`config.mk`:
```
export PLATFORM = sky130hd
export DESIGN_NAME = lexeme_scanner_with_position
export DESIGN_NICKNAME = d
export VERILOG_FILES = /design/src/rtl/lsp_pkg.sv /design/src/rtl/lsp_step.sv /design/src/rtl/lsp_position.sv /design/src/rtl/lexeme_scanner_with_position.sv
export SDC_FILE = /design/constraint.sdc
export NUM_CORES = 1
export LEC_CHECK = 0
export ABC_CLOCK_PERIOD_IN_PS = 3200
export BUFFER_PORTS_ARGS = -buffer_cell sky130_fd_sc_hd__clkbuf_2
export CORE_ASPECT_RATIO = 0.9
export CORE_MARGIN = 2
export CORE_UTILIZATION = 42
export CTS_BUF_LIST = sky130_fd_sc_hd__clkbuf_4
export DETAILED_ROUTE_END_ITERATION = 10
export GPL_TIMING_DRIVEN = 0
export PLACE_DENSITY = 0.64
export SLEW_MARGIN = 20
export SYNTH_ARGS = -nofsm -noshare
export SYNTH_HDL_FRONTEND = slang
export SYNTH_SLANG_ARGS = --single-unit
```
`constraint.sdc`:
```
create_clock -name clk_i -period 3.2 [get_ports clk_i]
set_input_delay 0.32 -clock clk_i [delete_from_list [all_inputs] [get_ports clk_i]]
set_output_delay 0.32 -clock clk_i [all_outputs]
set_load 0.1 [all_outputs]
```
`src/rtl/lsp_pkg.sv`:
```
// ----------------------------------------------------------------------------
// lsp_pkg: shared types and constants of the lexeme scanner
// Op codes, scan modes, character constants and the step result struct.
// ----------------------------------------------------------------------------
package lsp_pkg;

  localparam int LineBits    = 20;
  localparam int ColumnBits  = 16;
  localparam int CfgDataBits = (LineBits > ColumnBits) ? LineBits : ColumnBits;
  localparam int CfgIdxBits  = 1;

  typedef enum logic [CfgIdxBits-1:0] {
    CFG_FIRST_LINE   = 1'b0,
    CFG_FIRST_COLUMN = 1'b1
  } cfg_idx_e;

  typedef enum logic [2:0] {
    OP_NEXT         = 3'd0,
    OP_BEGIN_WORD   = 3'd1,
    OP_BEGIN_STRING = 3'd2,
    OP_BEGIN_NUMBER = 3'd3,
    OP_END_SOURCE   = 3'd4,
    OP_SKIP         = 3'd5,
    OP_RESTART      = 3'd6
  } lsp_op_e;

  typedef enum logic [2:0] {
    MODE_IDLE  = 3'd0,
    MODE_WORD  = 3'd1,
    MODE_STR   = 3'd2,
    MODE_ESC   = 3'd3,
    MODE_INT   = 3'd4,
    MODE_FRAC  = 3'd5,
    MODE_ESIGN = 3'd6,
    MODE_EDIG  = 3'd7
  } scan_mode_e;

  localparam logic [7:0] ChNewline   = 8'h0A;
  localparam logic [7:0] ChTab       = 8'h09;
  localparam logic [7:0] ChBackslash = 8'h5C;
  localparam logic [7:0] ChQuote     = 8'h22;
  localparam logic [7:0] ChUnder     = 8'h5F;
  localparam logic [7:0] ChDot       = 8'h2E;
  localparam logic [7:0] ChLowerE    = 8'h65;
  localparam logic [7:0] ChUpperE    = 8'h45;
  localparam logic [7:0] ChLowerN    = 8'h6E;
  localparam logic [7:0] ChLowerT    = 8'h74;
  localparam logic [7:0] ChPlus      = 8'h2B;
  localparam logic [7:0] ChMinus     = 8'h2D;

  typedef struct packed {
    logic [7:0] out_byte;
    logic       byte_valid;
    logic       consumed;
    logic       done_res;
  } step_res_t;

  typedef struct packed {
    logic advance;
    logic newline;
    logic restart;
  } pos_ctrl_t;

  function automatic logic is_digit(logic [7:0] c);
    return (c >= 8'h30) && (c <= 8'h39);
  endfunction

  function automatic logic is_alpha(logic [7:0] c);
    return ((c >= 8'h61) && (c <= 8'h7A)) || ((c >= 8'h41) && (c <= 8'h5A));
  endfunction

endpackage

```
`src/rtl/lsp_step.sv`:
```
// ----------------------------------------------------------------------------
// lsp_step: scan mode step
// Next mode and result flags for one item, from op, byte and current mode.
// ----------------------------------------------------------------------------
module lsp_step (
  input  lsp_pkg::lsp_op_e    op_i,
  input  logic [7:0]          ch_i,
  input  lsp_pkg::scan_mode_e mode_i,
  output lsp_pkg::scan_mode_e mode_next_o,
  output lsp_pkg::step_res_t  res_o
);
  import lsp_pkg::*;

  scan_mode_e m;
  scan_mode_e nxt;
  logic       keep;
  logic       lex_end;
  logic       cons;
  logic       done;
  logic [7:0] ob;

  always_comb begin
    m       = mode_i;
    nxt     = mode_i;
    keep    = 1'b0;
    lex_end = 1'b0;
    cons    = 1'b0;
    done    = 1'b0;
    ob      = ch_i;
    if (op_i == OP_BEGIN_WORD) begin
      m = MODE_WORD;
    end else if (op_i == OP_BEGIN_NUMBER) begin
      m = MODE_INT;
    end
    unique case (op_i)
      OP_BEGIN_STRING: begin
        cons = 1'b1;
        nxt  = MODE_STR;
      end
      OP_END_SOURCE: begin
        done = (mode_i != MODE_IDLE);
        nxt  = MODE_IDLE;
      end
      OP_SKIP: begin
        cons = 1'b1;
      end
      OP_RESTART: begin
        nxt = MODE_IDLE;
      end
      OP_NEXT, OP_BEGIN_WORD, OP_BEGIN_NUMBER: begin
        nxt = m;
        unique case (m)
          MODE_WORD: begin
            if (is_alpha(ch_i) || is_digit(ch_i) || ch_i == ChUnder) keep = 1'b1;
            else lex_end = 1'b1;
          end
          MODE_STR: begin
            if (ch_i == ChQuote || ch_i == ChNewline) begin
              cons = 1'b1;
              done = 1'b1;
              nxt  = MODE_IDLE;
            end else if (ch_i == ChBackslash) begin
              cons = 1'b1;
              nxt  = MODE_ESC;
            end else begin
              keep = 1'b1;
            end
          end
          MODE_ESC: begin
            keep = 1'b1;
            nxt  = MODE_STR;
            if (ch_i == ChLowerN) ob = ChNewline;
            else if (ch_i == ChLowerT) ob = ChTab;
          end
          MODE_INT, MODE_FRAC: begin
            if (is_digit(ch_i)) begin
              keep = 1'b1;
            end else if (ch_i == ChUnder) begin
              cons = 1'b1;
            end else if (ch_i == ChDot && m == MODE_INT) begin
              keep = 1'b1;
              nxt  = MODE_FRAC;
            end else if (ch_i == ChLowerE || ch_i == ChUpperE) begin
              keep = 1'b1;
              nxt  = MODE_ESIGN;
            end else begin
              lex_end = 1'b1;
            end
          end
          MODE_ESIGN: begin
            if (ch_i == ChPlus || ch_i == ChMinus || is_digit(ch_i)) begin
              keep = 1'b1;
              nxt  = MODE_EDIG;
            end else begin
              lex_end = 1'b1;
            end
          end
          MODE_EDIG: begin
            if (is_digit(ch_i)) keep = 1'b1;
            else lex_end = 1'b1;
          end
          MODE_IDLE: begin
            nxt = MODE_IDLE;
          end
        endcase
        if (keep) cons = 1'b1;
        if (lex_end) begin
          done = 1'b1;
          nxt  = MODE_IDLE;
        end
      end
      default: ;
    endcase
  end

  assign mode_next_o      = nxt;
  assign res_o.out_byte   = keep ? ob : 8'h00;
  assign res_o.byte_valid = keep;
  assign res_o.consumed   = cons;
  assign res_o.done_res   = done;

endmodule

```
`src/rtl/lsp_position.sv`:
```
// ----------------------------------------------------------------------------
// lsp_position: source position tracker
// Restart registers and saturating line and column counters.
// ----------------------------------------------------------------------------
module lsp_position (
  input  logic                           clk_i,
  input  logic                           rst_ni,
  input  logic                           cfg_we_i,
  input  logic [lsp_pkg::CfgIdxBits-1:0] cfg_index_i,
  input  logic [lsp_pkg::CfgDataBits-1:0] cfg_data_i,
  input  lsp_pkg::pos_ctrl_t             ctrl_i,
  output logic [lsp_pkg::LineBits-1:0]   line_o,
  output logic [lsp_pkg::ColumnBits-1:0] column_o
);
  import lsp_pkg::*;

  logic [LineBits-1:0]   first_line_q;
  logic [ColumnBits-1:0] first_column_q;
  logic [LineBits-1:0]   line_q, line_d;
  logic [ColumnBits-1:0] column_q, column_d;

  always_ff @(posedge clk_i or negedge rst_ni) begin
    if (!rst_ni) begin
      first_line_q   <= LineBits'(1);
      first_column_q <= '0;
    end else if (cfg_we_i) begin
      if (cfg_index_i == CFG_FIRST_LINE) first_line_q <= cfg_data_i[LineBits-1:0];
      else first_column_q <= cfg_data_i[ColumnBits-1:0];
    end
  end

  always_comb begin
    line_d   = line_q;
    column_d = column_q;
    if (ctrl_i.restart) begin
      line_d   = first_line_q;
      column_d = first_column_q;
    end else if (ctrl_i.advance) begin
      if (ctrl_i.newline) begin
        if (!(&line_q)) line_d = line_q + LineBits'(1);
        column_d = '0;
      end else if (!(&column_q)) begin
        column_d = column_q + ColumnBits'(1);
      end
    end
  end

  always_ff @(posedge clk_i or negedge rst_ni) begin
    if (!rst_ni) begin
      line_q   <= LineBits'(1);
      column_q <= '0;
    end else begin
      line_q   <= line_d;
      column_q <= column_d;
    end
  end

  assign line_o   = line_q;
  assign column_o = column_q;

endmodule

```
`src/rtl/lexeme_scanner_with_position.sv`:
```
// ----------------------------------------------------------------------------
// lexeme_scanner_with_position: byte-wise lexeme scanner with line/column
// Result is registered, valid in the cycle after its input transfer; one item
// per cycle unless held by out_ready_i. One mode step feeds the result register.
// Reset: idle mode, line 1, column 0, restart registers 1 and 0, no result.
// ----------------------------------------------------------------------------
module lexeme_scanner_with_position (
  input  logic                            clk_i,
  input  logic                            rst_ni,
  // configuration writes
  input  logic                            cfg_we_i,
  input  logic [lsp_pkg::CfgIdxBits-1:0]  cfg_index_i,
  input  logic [lsp_pkg::CfgDataBits-1:0] cfg_data_i,
  // input channel
  input  logic                            in_valid_i,
  output logic                            in_ready_o,
  input  logic [2:0]                      op_i,
  input  logic [7:0]                      ch_i,
  // result channel
  output logic                            out_valid_o,
  input  logic                            out_ready_i,
  output logic [7:0]                      out_byte_o,
  output logic                            byte_valid_o,
  output logic                            consumed_o,
  output logic                            done_res_o,
  output logic [lsp_pkg::LineBits-1:0]    line_now_o,
  output logic [lsp_pkg::ColumnBits-1:0]  column_now_o
);
  import lsp_pkg::*;

  // Mode register, result register and its valid flag.
  scan_mode_e mode_q, mode_d;
  step_res_t  res_q, step_res;
  logic       out_valid_q, out_valid_d;
  logic       in_xfer;
  lsp_op_e    op;
  pos_ctrl_t  pos_ctrl;

  assign op = lsp_op_e'(op_i);

  // Take a new item whenever the result slot is empty or drains this cycle.
  // The position counters and the mode only move on an input transfer, so
  // they also serve as the position fields of the waiting result.
  assign in_ready_o = !out_valid_q || out_ready_i;
  assign in_xfer    = in_valid_i && in_ready_o;

  lsp_step u_step (
    .op_i        (op),
    .ch_i        (ch_i),
    .mode_i      (mode_q),
    .mode_next_o (mode_d),
    .res_o       (step_res)
  );

  // Advance the position on every consumed byte; restart reloads it.
  assign pos_ctrl.advance = in_xfer && step_res.consumed;
  assign pos_ctrl.newline = (ch_i == ChNewline);
  assign pos_ctrl.restart = in_xfer && (op == OP_RESTART);

  lsp_position u_position (
    .clk_i       (clk_i),
    .rst_ni      (rst_ni),
    .cfg_we_i    (cfg_we_i),
    .cfg_index_i (cfg_index_i),
    .cfg_data_i  (cfg_data_i),
    .ctrl_i      (pos_ctrl),
    .line_o      (line_now_o),
    .column_o    (column_now_o)
  );

  // Hold the result until its transfer; load a fresh one on each input.
  always_comb begin
    out_valid_d = out_valid_q;
    if (in_xfer) out_valid_d = 1'b1;
    else if (out_ready_i) out_valid_d = 1'b0;
  end

  always_ff @(posedge clk_i or negedge rst_ni) begin
    if (!rst_ni) begin
      mode_q      <= MODE_IDLE;
      out_valid_q <= 1'b0;
    end else begin
      out_valid_q <= out_valid_d;
      if (in_xfer) mode_q <= mode_d;
    end
  end

  // Payload of the result register needs no reset.
  always_ff @(posedge clk_i) begin
    if (in_xfer) res_q <= step_res;
  end

  assign out_valid_o  = out_valid_q;
  assign out_byte_o   = res_q.out_byte;
  assign byte_valid_o = res_q.byte_valid;
  assign consumed_o   = res_q.consumed;
  assign done_res_o   = res_q.done_res;

  // A kept byte is always consumed.
  assert property (@(posedge clk_i) disable iff (!rst_ni)
    out_valid_o && byte_valid_o |-> consumed_o)
    else $error("kept byte not consumed");

  // A lexeme never ends on the item that appends a byte.
  assert property (@(posedge clk_i) disable iff (!rst_ni)
    out_valid_o |-> !(byte_valid_o && done_res_o))
    else $error("byte appended on ending item");

  // Restart returns the scanner to idle.
  assert property (@(posedge clk_i) disable iff (!rst_ni)
    in_xfer && op == OP_RESTART |=> mode_q == MODE_IDLE)
    else $error("restart did not return to idle");

  // Position holds on items that consume nothing and do not restart.
  assert property (@(posedge clk_i) disable iff (!rst_ni)
    in_xfer && !step_res.consumed && op != OP_RESTART |=>
      $stable(line_now_o) && $stable(column_now_o))
    else $error("position moved without consumed byte");

endmodule
```
After elaboration in Yosys (flattened, before gate mapping)
Index checks and enable logic that the tools add are counted.
{"block": "op_classes", "n_addsub": 2, "n_eq_ne": 26, "order_cmp": 6, "bitwise": 1, "muxes": 58, "reduce_logical": 34}
{"cell": "two-way mux 20 bit", "count": 4}
{"cell": "two-way mux 16 bit", "count": 4}
{"cell": "equality test 8 x 7 -> 1 bit, second input constant", "count": 6}
{"cell": "equality test 8 x 6 -> 1 bit, second input constant", "count": 4}
{"cell": "two-way mux 8 bit", "count": 4}
{"cell": "two-way mux 3 bit", "count": 10}
{"cell": "two-way mux 1 bit", "count": 29}
{"cell": "equality test 3 bit, second input constant", "count": 7}
{"cell": "adder 20 x 1 -> 20 bit, second input constant", "count": 1}
{"cell": "AND reduction 20 bit", "count": 1}
{"cell": "adder 16 x 1 -> 16 bit, second input constant", "count": 1}
{"cell": "greater-or-equal comparator 8 x 7 -> 1 bit, second input constant", "count": 2}
{"cell": "<= comparator 8 x 7 -> 1 bit, second input constant", "count": 2}
{"cell": "AND reduction 16 bit", "count": 1}
{"cell": "case mux 3 bit (5 select lines)", "count": 1}
{"cell": "equality test 3 x 2 -> 1 bit, second input constant", "count": 4}
{"cell": "case mux 3 bit (3 select lines)", "count": 1}
{"cell": "equality test 8 x 4 -> 1 bit, second input constant", "count": 1}
{"cell": "greater-or-equal comparator 8 x 6 -> 1 bit, second input constant", "count": 1}
{"cell": "<= comparator 8 x 6 -> 1 bit, second input constant", "count": 1}
{"cell": "logical OR 1 bit", "count": 8}
{"cell": "AND reduction 2 bit", "count": 4}
{"cell": "logical AND 1 bit", "count": 7}
{"cell": "equality test 3 x 1 -> 1 bit, second input constant", "count": 2}
{"cell": "other kinds (13)", "count": 21}
{"block": "totals", "reg_bits": 87, "output_inout_bits": 49, "inputBits": 37, "elab_cells": 137}

Logic depth before layout (Yosys ltp)
Gate-level depths: netlist of run 1.
{"block": "logic_depth", "depth_word": 15, "depth_mapped": 12, "mapped_depth_nobuf": 8}

Modules after synthesis
A second synthesis of run 1 with hierarchy kept.
{"block": "hier_totals", "cells_unflattened": 513, "hier_area_um2": 5114.9}
{"module": "lsp_position", "seq_area_each_um2": 1804.2, "instances": 1, "cells_per_inst": 349, "area_each_um2": 3658.5}
{"module": "lsp_step", "seq_area_each_um2": 0.0, "instances": 1, "cells_per_inst": 136, "area_each_um2": 927.1}
{"module": "lexeme_scanner_with_position", "seq_area_each_um2": 430.4, "instances": 1, "cells_per_inst": 28, "area_each_um2": 529.3}

Worst setup path before layout of run 1
OpenSTA, ideal clock, no wires.
{"block": "synth_path", "path_type": "reg-to-reg", "start": "reg out_valid_q (netlist: out_valid_o)", "end": "reg u_position.column_q[0] (netlist: u_position.column_o[0])", "setup_slack_ps": -486, "path_stages_with_launch": 8, "setup_ps": 127, "synth_period_minus_slack_ps": 3686, "arrival_ps": 3559, "required_time_ps": 3073, "n_path_buf": 0, "path_cell_list": "dfrtp_1 -> nand2b_1 -> nand2_1 -> o21ai_1 -> or4_4 -> and2_4 -> a21boi_4 -> mux2_4"}
{"block": "synth_between", "elab_chain_len": 6, "elab_cells_between_ends": 9, "classes_between": "eq/ne (1); mux (1); reduce/logical (7)"}
{"element": "from (decl)", "line": "lexeme_scanner_with_position.sv:34", "rtl": "logic out_valid_q, out_valid_d;"}
{"element": "from (signal assigned)", "line": "lexeme_scanner_with_position.sv:83", "rtl": "out_valid_q <= out_valid_d;"}
{"element": "logical NOT 1 bit (*)", "line": "lexeme_scanner_with_position.sv:44", "rtl": "assign in_ready_o = !out_valid_q || out_ready_i;"}
{"element": "logical OR 1 bit (*)", "line": "lexeme_scanner_with_position.sv:44"}
{"element": "named net in_ready_o", "line": "lexeme_scanner_with_position.sv:16", "rtl": "output logic in_ready_o,"}
{"element": "logical AND 1 bit (*)", "line": "lexeme_scanner_with_position.sv:45", "rtl": "assign in_xfer = in_valid_i && in_ready_o;"}
{"element": "logical AND 1 bit, on equally long branches", "line": "lexeme_scanner_with_position.sv:58, lexeme_scanner_with_position.sv:56"}
{"element": "inequality test 3 bit (no source line) / nonzero test 2 bit (equally long branches)"}
{"element": "AND reduction 2 bit (no source line)"}
{"element": "to (signal assigned)", "line": "lsp_position.sv:54", "rtl": "column_q <= column_d;"}
{"element": "to (decl)", "line": "lsp_position.sv:20", "rtl": "logic [ColumnBits-1:0] column_q, column_d;"}
Mark *: on every way through the listed nets, which the timed path passes. The rest lies on a longest branch.
A chain may end at the register's enable or synchronous reset.

Final worst setup path of run 1
{"block": "layout_path", "start": "reg u_position.line_q[0] (netlist: u_position.line_o[0])", "end": "reg u_position.line_q[17] (netlist: u_position.line_o[17])"}
{"block": "layout_between", "elab_chain_len": 5, "elab_cells_between_ends": 8, "classes_between": "add/sub (1); eq/ne (1); mux (4); reduce/logical (2)"}
{"element": "from (decl)", "line": "lsp_position.sv:19", "rtl": "logic [LineBits-1:0] line_q, line_d;"}
{"element": "from (signal assigned)", "line": "lsp_position.sv:50", "rtl": "line_q <= LineBits'(1);"}
{"element": "from (signal assigned)", "line": "lsp_position.sv:53", "rtl": "line_q <= line_d;"}
{"element": "adder 20 x 1 -> 20 bit", "line": "lsp_position.sv:40", "rtl": "if (!(&line_q)) line_d = line_q + LineBits'(1);"}
{"element": "two-way mux 20 bit", "line": "lsp_position.sv:40"}
{"element": "two-way mux 20 bit", "line": "lsp_position.sv:39", "rtl": "if (ctrl_i.newline) begin"}
{"element": "two-way mux 20 bit", "line": "lsp_position.sv:38", "rtl": "end else if (ctrl_i.advance) begin"}
{"element": "two-way mux 20 bit", "line": "lsp_position.sv:35", "rtl": "if (ctrl_i.restart) begin"}
Parallel ways exist; a longest one is shown, timed or not. The select of a mux whose other input is x is not followed.

==> results of run 1 <==
-- routing by layer --
metal / up-vias / track usage, % / wire (um) / part of all wire, %
met1: 2268 / 32.13 / 6561 / 46
li1: 2129 / - / - / -
met5: - / 0 / 0 / 0
met4: 0 / 5.966 / 125 / 0.87
met3: 10 / 4.905 / 965 / 6.7
met2: 178 / 35.71 / 6702 / 47
-- final cells by class --
| class | count | area share, % |
|---|---|---|
| timing repair buffer | 81 | 7.449 |
| clock buffer | 9 | 1.156 |
| buffer | 40 | 3.018 |
| multi-input combinational | 367 | 43.94 |
| inverter | 20 | 1.284 |
| tap | 156 | 3.339 |
| clock inverter | 7 | 1.498 |
| sequential | 87 | 38.31 |
-- kinds of logic after synthesis --
family	after synthesis
AO/OA/AOI/OAI	149
XOR/XNOR	2
adder cells (fa/ha/maj)	2
buffers and inverters	61
flip-flops	87
multiplexers	43
AND/OR/NAND/NOR	171
-- per-stage QoR --
stage / worst slack [ns] / cell area [um2] / hold slack [ns]
finish: 0.2479 / 5846 / 0.06921
global route: 0.08574 / 5846 / 0.03571
CTS: 0.3170 / 5844 / 0.02833
detailed placement: -0.07860 / 5678 / 0.2993
global placement: -0.08460 / 5648 / 0.4771
floorplan: 0.01312 / 5057 / 0.02441
-- layout by cell type, fill, tap and decap left out, types with 10 or more instances in the layout --
master,count
sky130_fd_sc_hd__dfrtp_1,70
sky130_fd_sc_hd__mux2_2,38
sky130_fd_sc_hd__a211oi_1,11
sky130_fd_sc_hd__edfxtp_1,11
sky130_fd_sc_hd__buf_2,14
sky130_fd_sc_hd__a21oi_1,17
sky130_fd_sc_hd__clkbuf_4,10
sky130_fd_sc_hd__nor2_1,28
sky130_fd_sc_hd__nand2_1,39
sky130_fd_sc_hd__clkbuf_1,21
sky130_fd_sc_hd__o211ai_1,14
sky130_fd_sc_hd__o21ai_0,26
sky130_fd_sc_hd__nand3_1,24
sky130_fd_sc_hd__nor3_1,12
sky130_fd_sc_hd__a2bb2oi_1,18
sky130_fd_sc_hd__clkbuf_2,79
sky130_fd_sc_hd__inv_1,19
-- synthesized netlist by cell type, drive strengths merged, types with 10 or more instances --
master   instances  area, um2
nor3            13      65.06
mux2            40      457.9
o211ai          22      205.2
nand3           25      130.1
edfxtp          11      330.3
and2            10      65.07
nor2            28      105.1
a21oi           17      85.08
a211oi          11      82.58
buf             19      96.34
o21ai           28      140.1
nand2           39      146.4
clkbuf          22      82.58
a2bb2oi         18      157.7
inv             20      75.07
dfrtp           74       1852
-- critical path, delay by kind of cell, from the launching register on --
kind	cells	cell delay, ns
and+or+nand+nor	4	1.00
DFF	1	0.61
buffers and inverters	1	0.39
AOI/OAI and AO/OA	3	0.57
adders and majority gates	1	0.25
-- timing repair --
| item | CTS | global route |
|---|---|---|
| endpoints found under the setup margin | 10 | 0 |
| hold buffers | 1 | 0 |
| endpoints found under the hold margin | 24 | 0 |
| gates resized for setup | 1 | 0 |
-- sequential cells by signal (all words and copies together), names as in the netlist --
signal / cells
u_position.first_column_q: 16
u_position.first_line_q: 20
byte_valid_o: 1
out_byte_o: 8
out_valid_o: 1
u_position.line_o: 20
mode_q: 3
consumed_o: 1
done_res_o: 1
u_position.column_o: 16
-- where the power goes --
group | switching (mW) | total, mW | leakage, nW | internal (mW)
combinational | 0.963 | 1.32 | 1.38 | 0.359
clock | 0.440 | 0.697 | 0.0849 | 0.257
sequential | 0.144 | 1.42 | 1.01 | 1.27
-- worst paths after layout --
path,slack (ns),startpoint,end
hold reg to reg,0.51,u_position.first_column_q[4],u_position.column_o[4]
setup reg to reg,0.25,u_position.line_o[0],u_position.line_o[17]
setup / recovery,0.25,u_position.line_o[0],u_position.line_o[17]
min in group asynchronous,0.30,rst_ni,u_position.line_o[12]
max in group asynchronous,2.26,rst_ni,u_position.first_line_q[0]
hold / removal,0.07,cfg_data_i[12],u_position.first_column_q[12]
==> impl.org, run 1 <==
** Placed design
- Port Buf Inserts :: 79
- Final weighted congestion in routability-driven placement :: 0.8490
- Summed over all nets, the half-perimeter wirelength after detailed placement is 10310 um.
- In this run, placement finished with an instance count of 751.

** Floorplanning
- From left edge to right edge, the die measures 119.6 um.
- Once the floorplan was initialized, standard cells occupied 43.63% of the core.
- In this run the vertical extent of the chip is 108.0 um.
- The floorplan step defined a die boundary enclosing 12920 um2.
- Num ports :: 86
- The region available for standard cell placement spans 11570 um2.
- Core Rows :: 37

** Pwr
- Pwr Density :: 588.1 nW/um2
- Worst supply voltage drop on vdd :: 0.7726 mV
- Leakage component of the power :: 2.480 nW
- Final Power :: 3.438 mW

** Drt
- Number of DRC violations after detailed routing :: 0
- Pre-Repair DR Iteration Count :: 5
- Via count :: 4585
- The final layout contains routed wiring with a total length of 14360 um.
- Vias per std cell :: 5.978
- Residual antenna-violating net count after detailed routing :: 0
- In the final routed layout, each cell accounts on average for 18.72 um.
- Detailed router's first-iteration violation count :: 462

** Logic synthesis
- In the synthesized netlist the dominant register cell turns out to be sky130_fd_sc_hd__dfrtp_1.
- By area, the combinational part of the netlist is dominated by compound AO/OA/AOI/OAI gates.
- Post-synth ARST share :: 87.36%
- The mapped netlist covers 5050 um2.
- Warnings from Yosys :: 0
- The netlist uses 69 different library cells.
- For this run, the register share of the synthesized area comes to 44.25%.
- Simple-gate area share of the yosys netlist :: 17.89%
- Synthesized-area fraction occupied by ao, oa, aoi and oai cells :: 22.32%
- Average footprint of a synthesized cell :: 9.806 um2
- Multiplexer fraction of the synthesized cell area :: 9.663%
- The synthesized design contains 11 enable-type register cells.
- Post-Syn Nets :: 554
- XOR/XNOR share of the synthesized area :: 0.3469%
- Synthesized-area fraction occupied by adder cells :: 0.4955%
- In this run, synthesis produced a sequential element count of 87.
- Cells after synthesis :: 515

** Layout
- Final core area utilization :: 50.51%
- Share of post-route cells with drive strength above 1 :: 29.62%
- Number of filler instances in the final layout :: 1111
- Antenna Cells :: 0
- From synthesis to final layout, the design area changed by 15.76%.
- In the final design database the tool counted 645 nets.
- The finished layout holds 767 standard cells, fillers aside.
- Registers take 2240 um2.
- Footprint of the multi-input gates :: 2569 um2

** Global routing
- In the global route stage, overall resource usage came out at 22.77%.
- The initial antenna violation count came to 0.
- The via count of the first global-routing pass came to 4266.
- The first global-routing pass estimated 22920 um of wire.
- Maximum number of pins on one net before global-route repair :: 53
- After global routing the overflow that remains totals 0.

** Worst setup path
- Register-to-Register Path Depth :: 9
- STA classifies the critical path startpoint as a flip-flop.
- Sequence of cells on the critical path :: ha_1, nand4_1, nor3_2, and3_1, nand4_1, o211ai_1, buf_2, a211oi_1, a2bb2oi_1
- Of all nets on the critical path, the largest fanout is 19.
- At the worst endpoint, the arrival time is 3.31 ns.
- Req. time, crit path :: 3.55 ns
- The most numerous cell type found on the critical path is sky130_fd_sc_hd__nand4_1.
- The critical path is of the reg -> reg type.
- Delay of the slowest cell on the worst path :: 0.61 ns
- The largest individual stage delay along the critical path comes from the cell sky130_fd_sc_hd__dfstp_2.
- STA classifies the critical path endpoint as a flip-flop.

** STA
- Unrepaired setup endpoints after global routing :: false
- On the final layout, the worst clock skew is 0.03108 ns.
- Minimum period implied by the final worst setup slack :: 2.952 ns
- The final number of hold-violating endpoints came to 0.
- For the final routed database, the setup TNS stands at 0 ns.
- Final-report max-slew violation count :: 0
- Final count of negative-setup-slack endpoints :: 0
- Measured against its own limit, the worst slew margin works out to 34.54%.
- Derived from the worst setup path, the maximum achievable clock frequency is 338.7 MHz.
- Actual transition at the worst max-transition pin :: 0.9729 ns
- Dividing the final minimum period by the clock period gives 92.25%.

** CTS
- No sink is reached through more buffers than the 2 on the longest clock path.
- H-tree Lvls :: 3
- Clk Tree Root Cell :: sky130_fd_sc_hd__clkbuf_4
- After clock tree synthesis, the clock-pin slew on the worst setup and hold paths is 0.17 ns.
- Counting every sink on the clock net gives 87.
- Clock tree from TritonCTS :: built
- Post-CTS Setup Repair Bufs :: 0
- Worst-Skew Late Latency :: 0.49 ns
- Buffers inserted during clock tree synthesis total 9.

** Run
- Across the run, the number of max-cap violations was 0.

** Min path
- Path type of the worst min-delay path :: in -> reg
- Number of instances on the worst hold path :: 2

** Status
- Outcome :: complete, no violations
No activity file was read; power rests on OpenSTA's default activity.
==> inputs of run 2 (changes only) <==
--- a/config.mk
+++ b/config.mk
@@ -10,7 +10,6 @@
 export CORE_ASPECT_RATIO = 0.9
 export CORE_MARGIN = 2
 export CORE_UTILIZATION = 42
-export CTS_BUF_LIST = sky130_fd_sc_hd__clkbuf_4
 export DETAILED_ROUTE_END_ITERATION = 10
 export GPL_TIMING_DRIVEN = 0
 export PLACE_DENSITY = 0.64
==> run 2 against run 1 <==
Total power rose by 12%. Design area rose by 2.7%. Worst hold slack improved by 0.12 ns. Sequential cell count did not move. Fmax rose by 0.23%. Register-to-register slack barely moved. Wire length rose by 0.48%. Combinational power barely moved. Final cell count did not move. Sequential share of layout area fell by 1.0 points. Critical path depth did not move. Count of clock-buffer cells in the layout did not move. Critical endpoint unchanged. Largest cell class unchanged. Largest power group unchanged. Highest routed layer unchanged.
==> impl.org, run 2 (synthesis results as in run 1) <==
** Status
- The flow ran to the end, and the final reports show no timing, DRC or antenna violations.

** STA
- The worst path uses 92.04% of the clock period.
- After routing, the total negative slack on setup checks comes to 0 ns.
- Subtracting the final worst setup slack from the clock period gives 2.945 ns.
- Hold is met by 0.1884 ns.
- Unrepaired setup endpoints after global routing :: false
- Fmax :: 339.5 MHz
- The final-report max-slew violation count came to 0.
- Worst-case headroom to the max-slew limit :: 34.61%
- For the pin with the worst max-slew slack, the measured transition is 0.9719 ns.
- The final number of hold-violating endpoints came to 0.
- Clock Skew :: 0.01357 ns
- Setup violations remaining at the end of the flow were counted as 0.

** Pwr
- The internal power of the cells totals 2.260 mW.
- Combinational share of power :: 34.3%
- Switching fraction of total power :: 41.42%
- Switching power summed over all nets :: 1.598 mW
- Pwr Density :: 642.5 nW/um2
- The clock network is responsible for 28.9% of the overall power.
- Sequential cells account for 36.8% of the total power.
- The analysis attributes to cell leakage a power of 2.550 nW.
- Across the VDD grid, the largest voltage drop is 0.7799 mV.

** Floorplanning
- Row generation in the floorplan step produced 37 rows.
- For this design the top-level I/O count stands at 86.
- Once the floorplan was initialized, standard cells occupied 43.63% of the core.
- Floorplan die height :: 108.0 um
- Measured along the x axis, the die boundary spans 119.6 um.
- Area inside the core boundary :: 11570 um2
- The die covers 12920 um2.

** CTS
- The root buffer cell chosen for the clock tree is sky130_fd_sc_hd__clkbuf_16.
- Clock tree synthesis inserted a total of 9 buffers.
- Worst-Skew Late Latency :: 0.36 ns
- The clock passes through at most 2 buffers.
- Post-CTS Setup Repair Bufs :: 0
- Clock sink count :: 87
- Clock-pin slew was measured on the worst setup and hold paths at 0.07 ns.
- Clock tree from TritonCTS :: built
- The H-tree was split into 3 levels.

** Layout
- Commonest cells after routing, fill and taps aside :: 79 x sky130_fd_sc_hd__clkbuf_2, 70 x sky130_fd_sc_hd__dfrtp_1, 39 x sky130_fd_sc_hd__nand2_1, 38 x sky130_fd_sc_hd__mux2_2, 28 x sky130_fd_sc_hd__nor2_1
- The filler cells instantiated in the layout total 1086.
- The multi-input combinational cells in the finished layout cover a total of 2569 um2.
- The library cell used most frequently in the layout, excluding fill and tap cells, is sky130_fd_sc_hd__clkbuf_2.
- Fin area :: 6003 um2
- In the final layout, the share of cells above drive strength 1 is 29.62%.
- From synthesis to final layout, the design area changed by 18.88%.
- At the end of the flow, the number of nets in the layout was 645.
- Antenna Cells :: 0
- The sequential cells in the finished layout cover a total of 2240 um2.

** Worst setup path
- Register-to-Register Path Depth :: 9
- The endpoint identified for the worst register-to-register timing path is u_position.line_o[17].
- Category of the most critical setup path :: reg -> reg
- Worst reg-to-reg setup slack :: 0.25 ns
- The most critical setup path has its endpoint at u_position.line_o[17].
- Startpoint of the worst setup timing path :: u_position.line_o[0]
- Req. time, crit path :: 3.43 ns
- The worst setup path is captured at a flip-flop.
- The worst setup path is launched from a flip-flop.
- Along the worst path, the maximum fanout reaches 19.
- Arrival time of data at the critical path endpoint :: 3.17 ns
- Worst flop-to-flop path startpoint :: u_position.line_o[0]

** Drt
- Number of DRC violations after detailed routing :: 0
- Vias per std cell :: 5.997
- After detailed routing, the average wire length per cell comes to 18.81 um.
- Detailed router's first-iteration violation count :: 492
- After detailed routing, the total wire length is 14420 um.
- For this block, the via count after detailed routing is 4600.
- The first detailed-routing pass took 7 iterations.
- The detail route stage leaves a number of antenna-violating nets equal to 0.

** Global routing
- Maximum number of pins on one net before global-route repair :: 53
- The total overflow left after global routing is 0.
- Vias in the first global route :: 4323
- The initial antenna violation count came to 0.
- Global router's overall resource usage :: 22.77%
- The first global-routing pass estimated 22980 um of wire.

** Min path
- The startpoint identified for the worst hold timing path is in_valid_i.
- In this run the worst hold path is classified as in -> reg.
- Number of instances on the worst hold path :: 2

** Placed design
- Port Buf Inserts :: 79
- After legalization and detailed placement, the total HPWL measured 10310 um.
- Placement Cell Area :: 5678 um2
- The congestion estimate from routability-driven global placement came to 0.8490.

** Run
- Number of max-capacitance violations reported :: 0
[run 2: metal layers]
metal / up-vias / wire, um / GRT usage, % / part of all wire (%)
met2: 176 / 6820 / 35.59 / 47
met3: 6 / 915 / 5.380 / 6.3
met4: 0 / 70 / 5.294 / 0.49
li1: 2135 / - / - / -
met5: - / 0 / 0 / 0
met1: 2283 / 6617 / 32.19 / 46
[run 2: per-stage QoR]
step                      std cells  setup slack [ns]  total power, mW  util, %
after floorplan                 515           0.01312            2.461        -
after global placement          750          -0.08460            2.729    48.80
after detailed placement        751          -0.07860            2.752    49.06
after CTS                       768           0.02843            3.875    51.89
after global routing            767            0.1010            4.038    51.87
final                           767            0.2547            3.857    51.87
[run 2: area by class of cell]
class                           count  share of cell area [%]
Buffer                             40                   2.939
Clock buffer                        9                   3.752
Clock inverter                      7                   1.459
Inverter                           20                   1.251
Multi-Input combinational cell    367                   42.79
Sequential cell                    87                   37.31
Tap cell                          156                   3.251
Timing Repair Buffer               81                   7.253
[run 2: critical path: stages (launching register included)]
cell	delay (ns)
sky130_fd_sc_hd__dfstp_2	0.60
sky130_fd_sc_hd__ha_1	0.25
sky130_fd_sc_hd__nand4_1	0.16
sky130_fd_sc_hd__nor3_2	0.37
sky130_fd_sc_hd__and3_1	0.31
sky130_fd_sc_hd__nand4_1	0.16
sky130_fd_sc_hd__o211ai_1	0.29
sky130_fd_sc_hd__buf_2	0.39
sky130_fd_sc_hd__a211oi_1	0.11
sky130_fd_sc_hd__a2bb2oi_1	0.16
[run 2: what timing repair did]
item	CTS	global route
pin swaps	0	0
hold buffers	1	0
setup endpoints to repair	10	10
gates resized for setup	1	0
endpoints found under the hold margin	24	0
[run 2: power by group through the flow]
stage	clock (mW)	combinational, mW	sequential, mW
after global placement	0	1.30	1.43
after CTS	1.14	1.32	1.42
after floorplan	0	0.531	1.93
after detailed placement	0	1.32	1.44
final	1.11	1.32	1.42
after global routing	1.20	1.40	1.44
[run 2: how the worst min path moves through the flow]
stage / to
finish: out_valid_o
global route: out_valid_o
CTS: out_valid_o
detailed placement: mode_q[1]
global placement: u_position.column_o[4]
floorplan: mode_q[0]
